File: config.mk
export PLATFORM = sky130hd
export DESIGN_NAME = unsigned_number_text_parser_core
export DESIGN_NICKNAME = d
export VERILOG_FILES = /design/src/sv/untp_pkg.sv /design/src/sv/unsigned_number_text_parser_core.sv
export SDC_FILE = /design/constraint.sdc
export NUM_CORES = 1
export LEC_CHECK = 0
export BUFFER_PORTS_ARGS = -buffer_cell sky130_fd_sc_hd__buf_4
export CAP_MARGIN = 20
export CORE_MARGIN = 10
export CORE_UTILIZATION = 55
export CTS_CLUSTER_DIAMETER = 60
export CTS_CLUSTER_SIZE = 25
export DETAILED_ROUTE_END_ITERATION = 8
export GPL_ROUTABILITY_DRIVEN = 0
export GPL_TIMING_DRIVEN = 0
export PLACE_DENSITY = 0.76
export SLEW_MARGIN = 10
export SYNTH_ARGS = -nofsm -noshare
export SYNTH_HDL_FRONTEND = slang
export SYNTH_SLANG_ARGS = --single-unit
File: constraint.sdc
create_clock -name clock -period 8.1 [get_ports clock]
set_input_delay 0.81 -clock clock [delete_from_list [all_inputs] [get_ports clock]]
set_output_delay 0.81 -clock clock [all_outputs]
set_load 0.02 [all_outputs]
File: src/sv/untp_pkg.sv
// Package for the unsigned number text parser: character codes, base constants
// and the digit and whitespace decoders. It has no dependencies.
package untp_pkg;

   localparam int BaseBits = 6;
   localparam int CharBits = 8;
   localparam int DigitBits = 6;

   localparam logic [DigitBits-1:0] NotDigit = 6'd40;
   localparam logic [BaseBits-1:0] MaxBase = 6'd36;
   localparam logic [BaseBits-1:0] HexBase = 6'd16;
   localparam logic [BaseBits-1:0] DecBase = 6'd10;
   localparam logic [BaseBits-1:0] OctBase = 6'd8;
   localparam logic [BaseBits-1:0] AutoBase = 6'd0;
   localparam logic [BaseBits-1:0] UnaryBase = 6'd1;

   localparam logic [CharBits-1:0] CharZero = 8'h30;
   localparam logic [CharBits-1:0] CharNine = 8'h39;
   localparam logic [CharBits-1:0] CharLowA = 8'h61;
   localparam logic [CharBits-1:0] CharLowZ = 8'h7A;
   localparam logic [CharBits-1:0] CharUpA = 8'h41;
   localparam logic [CharBits-1:0] CharUpZ = 8'h5A;
   localparam logic [CharBits-1:0] CharLowX = 8'h78;
   localparam logic [CharBits-1:0] CharUpX = 8'h58;
   localparam logic [CharBits-1:0] CharSpace = 8'h20;
   localparam logic [CharBits-1:0] CharTab = 8'h09;
   localparam logic [CharBits-1:0] CharCr = 8'h0D;

   // Space, TAB, LF, VT, FF and CR count as whitespace.
   function automatic logic is_space(input logic [CharBits-1:0] c);
      return (c == CharSpace) || ((c >= CharTab) && (c <= CharCr));
   endfunction

   // Digit value of a character in any base up to 36, or NotDigit.
   function automatic logic [DigitBits-1:0] digit_of(input logic [CharBits-1:0] c);
      logic [DigitBits-1:0] d;
      d = NotDigit;
      if ((c >= CharZero) && (c <= CharNine)) begin
         d = DigitBits'(c - CharZero);
      end else if ((c >= CharLowA) && (c <= CharLowZ)) begin
         d = DigitBits'(c - CharLowA) + DecBase;
      end else if ((c >= CharUpA) && (c <= CharUpZ)) begin
         d = DigitBits'(c - CharUpA) + DecBase;
      end
      return d;
   endfunction

endpackage

File: src/sv/unsigned_number_text_parser_core.sv
// A result is registered: it appears in the cycle after its character transaction is accepted.
// Throughput: one character per cycle while no result is stalled; the digit multiply-add
// and the phase logic sit between the parse state registers and the result register.
// A new character is taken while the result register is empty or being drained.
// Synchronous active-high reset returns the parser to the ended state with value,
// offset and base cleared, and empties the result register.

// Top level of the streaming unsigned number text parser.
// Depends on untp_pkg for character codes, base constants and digit decoding.
module unsigned_number_text_parser_core #(
   parameter int VALUE_BITS = 32,
   parameter int POS_BITS = 8
) (
   input  logic clock,
   input  logic reset,
   input  logic req_tvalid,
   output logic req_tready,
   input  logic [untp_pkg::CharBits-1:0] req_tdata,   // ch
   input  logic [untp_pkg::BaseBits:0] req_tuser,      // first, base_sel
   output logic rsp_tvalid,
   input  logic rsp_tready,
   // value, end_offset, base_used, zero fill
   output logic [((VALUE_BITS + POS_BITS + untp_pkg::BaseBits + 7) / 8) * 8 - 1:0] rsp_tdata,
   output logic [0:0] rsp_tuser                          // done_res
);
   import untp_pkg::*;

   localparam int RspBits = ((VALUE_BITS + POS_BITS + BaseBits + 7) / 8) * 8;
   localparam int ProdBits = VALUE_BITS + BaseBits;

   typedef enum logic [1:0] {PhDone, PhSpace, PhPrefix, PhDigits} phase_type;

   phase_type phase_ff, phase_in, ph_s;
   logic [BaseBits-1:0] cur_base_ff, cur_base_in, base_s, base_dig;
   logic [VALUE_BITS-1:0] accum_ff, accum_in, acc_s;
   logic [POS_BITS-1:0] char_pos_ff, char_pos_in, pos_s, next_pos;
   logic [POS_BITS-1:0] end_pos_ff, end_pos_in, end_s;
   logic [ProdBits-1:0] prod;
   logic [DigitBits-1:0] digit;
   logic rsp_valid_ff, rsp_valid_in;
   logic [RspBits-1:0] rsp_data_ff;
   logic rsp_done_ff;

   logic accept, first, illegal, digit_ok;
   logic [BaseBits-1:0] base_sel;
   logic [CharBits-1:0] ch;

   assign ch = req_tdata;
   assign first = req_tuser[0];
   assign base_sel = req_tuser[BaseBits:1];

   assign req_tready = !rsp_valid_ff || rsp_tready;
   assign accept = req_tvalid && req_tready;
   assign rsp_valid_in = accept || (rsp_valid_ff && !rsp_tready);

   // A first character restarts the parse before the character itself is looked at.
   assign illegal = (base_sel == UnaryBase) || (base_sel > MaxBase);
   assign ph_s = first ? (illegal ? PhDone : PhSpace) : phase_ff;
   assign base_s = first ? base_sel : cur_base_ff;
   assign acc_s = first ? '0 : accum_ff;
   assign pos_s = first ? (illegal ? POS_BITS'(1) : '0) : char_pos_ff;
   assign end_s = first ? '0 : end_pos_ff;

   assign next_pos = (pos_s == '1) ? pos_s : pos_s + POS_BITS'(1);

   // Automatic base falls back to decimal when the first non-space is not a zero.
   assign base_dig = ((ph_s == PhSpace) && (base_s == AutoBase)) ? DecBase : base_s;
   assign digit = digit_of(ch);
   assign digit_ok = digit < base_dig;
   assign prod = ProdBits'(acc_s) * ProdBits'(base_dig) + ProdBits'(digit);

   always_comb begin
      phase_in = ph_s;
      cur_base_in = base_s;
      accum_in = acc_s;
      char_pos_in = pos_s;
      end_pos_in = end_s;
      if (ph_s != PhDone) begin
         char_pos_in = next_pos;
         case (ph_s)
            PhSpace: begin
               if (is_space(ch)) begin
                  phase_in = PhSpace;
               end else if ((base_s == HexBase || base_s == AutoBase) && ch == CharZero) begin
                  if (base_s == AutoBase) begin
                     cur_base_in = OctBase;
                  end
                  end_pos_in = next_pos;
                  phase_in = PhPrefix;
               end else begin
                  cur_base_in = base_dig;
                  if (digit_ok) begin
                     accum_in = prod[VALUE_BITS-1:0];
                     end_pos_in = next_pos;
                     phase_in = PhDigits;
                  end else begin
                     phase_in = PhDone;
                  end
               end
            end
            PhPrefix: begin
               if (ch == CharLowX || ch == CharUpX) begin
                  cur_base_in = HexBase;
                  phase_in = PhDigits;
               end else if (digit_ok) begin
                  accum_in = prod[VALUE_BITS-1:0];
                  end_pos_in = next_pos;
                  phase_in = PhDigits;
               end else begin
                  phase_in = PhDone;
               end
            end
            default: begin
               if (digit_ok) begin
                  accum_in = prod[VALUE_BITS-1:0];
                  end_pos_in = next_pos;
                  phase_in = PhDigits;
               end else begin
                  phase_in = PhDone;
               end
            end
         endcase
      end
   end

   always_ff @(posedge clock) begin
      if (reset) begin
         phase_ff <= PhDone;
         cur_base_ff <= '0;
         accum_ff <= '0;
         char_pos_ff <= '0;
         end_pos_ff <= '0;
         rsp_valid_ff <= 1'b0;
      end else begin
         rsp_valid_ff <= rsp_valid_in;
         if (accept) begin
            phase_ff <= phase_in;
            cur_base_ff <= cur_base_in;
            accum_ff <= accum_in;
            char_pos_ff <= char_pos_in;
            end_pos_ff <= end_pos_in;
         end
      end
   end

   always_ff @(posedge clock) begin
      if (accept) begin
         rsp_data_ff <= RspBits'({cur_base_in, end_pos_in, accum_in});
         rsp_done_ff <= (phase_in == PhDone);
      end
   end

   assign rsp_tvalid = rsp_valid_ff;
   assign rsp_tdata = rsp_data_ff;
   assign rsp_tuser = rsp_done_ff;

   // An illegal base ends the string at once with a cleared value and offset.
   a_illegal_base: assert property (@(posedge clock) disable iff (reset)
      (accept && first && illegal) |=>
         (rsp_valid_ff && rsp_done_ff && rsp_data_ff[VALUE_BITS+POS_BITS-1:0] == '0))
      else $error("illegal base did not end the parse with a zero result");

   // Once ended, characters without a new start leave the parse state alone.
   a_done_holds: assert property (@(posedge clock) disable iff (reset)
      (accept && !first && phase_ff == PhDone) |=>
         ($stable(accum_ff) && $stable(end_pos_ff) && $stable(cur_base_ff)))
      else $error("parse state changed after the end of the string");

   // The end pointer never passes the character position.
   a_end_le_pos: assert property (@(posedge clock) disable iff (reset)
      end_pos_ff <= char_pos_ff)
      else $error("end offset ahead of character position");

   // Past the prefix or in the digits the base has been resolved.
   a_base_known: assert property (@(posedge clock) disable iff (reset)
      (phase_ff == PhPrefix || phase_ff == PhDigits) |-> (cur_base_ff != AutoBase))
      else $error("base still automatic after prefix or digits");

   // A stalled result blocks the input side.
   a_stall_blocks: assert property (@(posedge clock) disable iff (reset)
      (rsp_valid_ff && !rsp_tready) |-> !req_tready)
      else $error("input accepted while a result was stalled");

endmodule

==> flow_summary.ini <==
[logic_synthesis]
synth_top_area_share_pct = 19.3
yosysSeqAreaShare_pct = 22.0
synth.most_common_cell = nor2_1
avgSynthCellArea_sq_um = 8.67
yosysTopAreaCell = fa_1
synth-seq-cells = 104
yosys_warnings = 0
ys_types = 81
ys.flop_type = dfxtp_1
synthTopCellsByCount = 154 x nor2_1, 135 x nand2_1, 113 x and2_1
netlist_instances = 1338
async_flop_share_pct = 0
synth_area_sq_um = 11600
synth_edf_count = 47
synthTopCellsByArea = fa_1 19%, edfxtp_1 12%, dfxtp_1 9.8%

[routing]
drt_iter0_markers = 1570
via_per_inst = 6.45
remaining_drc_errors = 0
wirelength_mm = 37.4
postRouteAntennaNets = 0
vias = 10951
detail_route.wl_per_cell_um = 22.0
drt-pass1-iter-count = 6

[power]
pwr-share-clk_pct = 29.6
seqPwrFrac_pct = 39.1
p_int_uw = 992
power_switching_uw = 575
ir_drop_mv = 0.127
netSwitchingFraction_pct = 36.7
power_leakage_nw = 5.94
p_total_mw = 1.57
power_density_nw_per_um2 = 122
p_comb_share_pct = 31.3

[floorplan]
std_cell_rows = 53
die_h_um = 165
die_w_um = 165
die-area_sq_um = 27300
design.portCount = 70
core_sq_um = 20900
start_util_pct = 55.6

[global_route]
grt_first_pass_wirelength_mm = 58.2
grt_max_degree = 57
grt_pass1_vias = 10576
antenna_found_initial = 0
grt_usage_pct = 27.3
grt_overflow = 0

[clock_tree]
clock-sinks = 104
clk_latency_ps = 370
root_buffer = clkbuf_16
path_clk_slew_ps = 80
cts_made_buffers = 9
ctsHtreeMaxLevel = 3
clockBufferDepth = 2
cts_tree = built

[sta]
rsz0062_at_grt = no
hold_slack_ps = 473
setup_tns_ps = 0
drv_slew = 0
hold_viol = 0
finClkSkew_ps = 11.9
min_period_over_period_pct = 95.6
min_period_ps = 7740
max_freq_mhz = 129
tightest_slew_ps = 903
slew_headroom_pct = 39.8
setup_violations = 0
worst_slack_ps = 356

[run_status]
status = complete, no violations

[worst_hold_path]
min_path_type = register to register

[finish]
fin_area_sq_um = 12900
drive_gt1_share_pct = 9.85
final_util_pct = 61.6
final_nets = 1630
area_growth_pct = 10.9
fillers = 1781
instances_no_fill = 1698

[place]
dp_hpwl_mm = 28.8
placed_cell_area_sq_um = 12500
place_ws_ps = -2300
port_buffers = 65
dp.cells = 1679

[worst_setup_path]
start_kind = input pin
worst-setup-path-type = input pin to register
cp_max_fo = 10
ff2ff_setup_slack_ps = 1080
cp.arrival_ps = 8030
end_kind = register
required_ps = 8380

[flow_run]
drv_cap = 0
## final cells by class
cell class,instances,area (sq um),share of cell area (%)
clock buffers,13,282,2.19
inverters,64,244,1.90
clock inverters,3,22.5,0.175
repair buffers,70,526,4.08
flip-flops and latches,104,2550,19.8
plain buffers,67,294,2.28
diodes,1,2.50,0.0194
multi-input cells,1101,8600,66.8
well taps,275,344,2.67
## cell families (layout without fill, tap and decap cells)
family	after synthesis	after routing	share of synthesized area, %
simple gates	517	517	21.7
other cells	1	3	0.0323
compound gates	327	327	18.5
fa+ha+maj	194	194	28.2
xor+xnor	38	38	2.99
flops	104	104	22.0
buf+inv	134	217	4.51
mux	23	23	2.04
## layout by cell type, fill, tap and decap left out, types with 5 or more instances in the layout
cell type,count
buf_4,74
nand4_1,6
a21boi_0,5
nor2_1,152
mux2i_1,18
a31oi_1,19
ha_1,82
nand3_1,14
o32ai_1,5
clkbuf_2,5
clkbuf_1,49
o211ai_1,8
buf_1,5
a221o_1,7
nand2b_1,12
xnor2_1,25
mux2_2,5
dfxtp_1,57
nor3_1,20
o21a_1,11
edfxtp_1,47
o21bai_1,5
and3_1,8
a22oi_1,8
or2_2,9
a21o_1,18
a22o_1,7
a211oi_1,7
a21oi_1,88
o22ai_1,13
xor2_1,12
fa_1,112
o21ai_0,71
nand2_1,135
and2_1,113
nor2b_1,22
inv_1,62
clkbuf_16,10
## layer usage
layer  up-vias  GRT usage, %  wire, um
met5         -             0         0
met4         0          11.4      1650
met3       146          6.74      4360
met2       740          41.8     16600
met1      5248          36.2     14800
li1       4817             -         -
## state kept, by name (all words and copies together) (netlist names)
name / cells
accum_ff: 32
cur_base_ff: 6
rsp_tvalid: 1
rsp_tdata: 46
phase_ff: 2
rsp_tuser: 1
char_pos_ff: 8
end_pos_ff: 8
## power groups by stage
stage | Combinational [mW] | Clock [mW] | Sequential, mW
finish | 0.491 | 0.464 | 0.612
global route | 0.522 | 0.477 | 0.616
CTS | 0.473 | 0.459 | 0.611
detailed placement | 0.467 | 0 | 0.622
global placement | 0.459 | 0 | 0.622
floorplan | 0.280 | 0 | 0.640
## final timing paths
path / startpoint / end / depth (start not counted)
max reg2reg: cur_base_ff[5]$_SDFFE_PP0P_ / accum_ff[29]$_SDFFE_PP0P_ / 22
max: req_tuser[0] / accum_ff[30]$_SDFFE_PP0P_ / 28
min reg2reg: end_pos_ff[7]$_SDFFE_PP0P_ / end_pos_ff[7]$_SDFFE_PP0P_ / 2
min: end_pos_ff[7]$_SDFFE_PP0P_ / end_pos_ff[7]$_SDFFE_PP0P_ / 2
## worst max-delay path, stage by stage
cell	delay, ps
clkbuf_2	160
buf_4	210
clkbuf_2	270
and3_1	260
a21oi_4	180
inv_1	70
ha_1	240
clkbuf_2	220
and3_4	230
nor2_4	280
clkbuf_2	350
nor2_1	100
fa_1	500
inv_1	60
fa_1	530
inv_1	50
fa_1	470
ha_1	300
ha_1	400
a21o_1	240
o21bai_1	180
a21o_1	190
a21oi_1	190
or3b_2	450
o21ai_0	310
mux2i_1	420
nand3_1	130
a31oi_1	200
## timing repair
action	4_1_cts	5_1_grt
setup endpoints to repair	53	23
setup buffers	4	1
pin swaps	1	4
gates resized for setup	18	9
hold buffers	0	0
(Power assumes the default switching activity.)
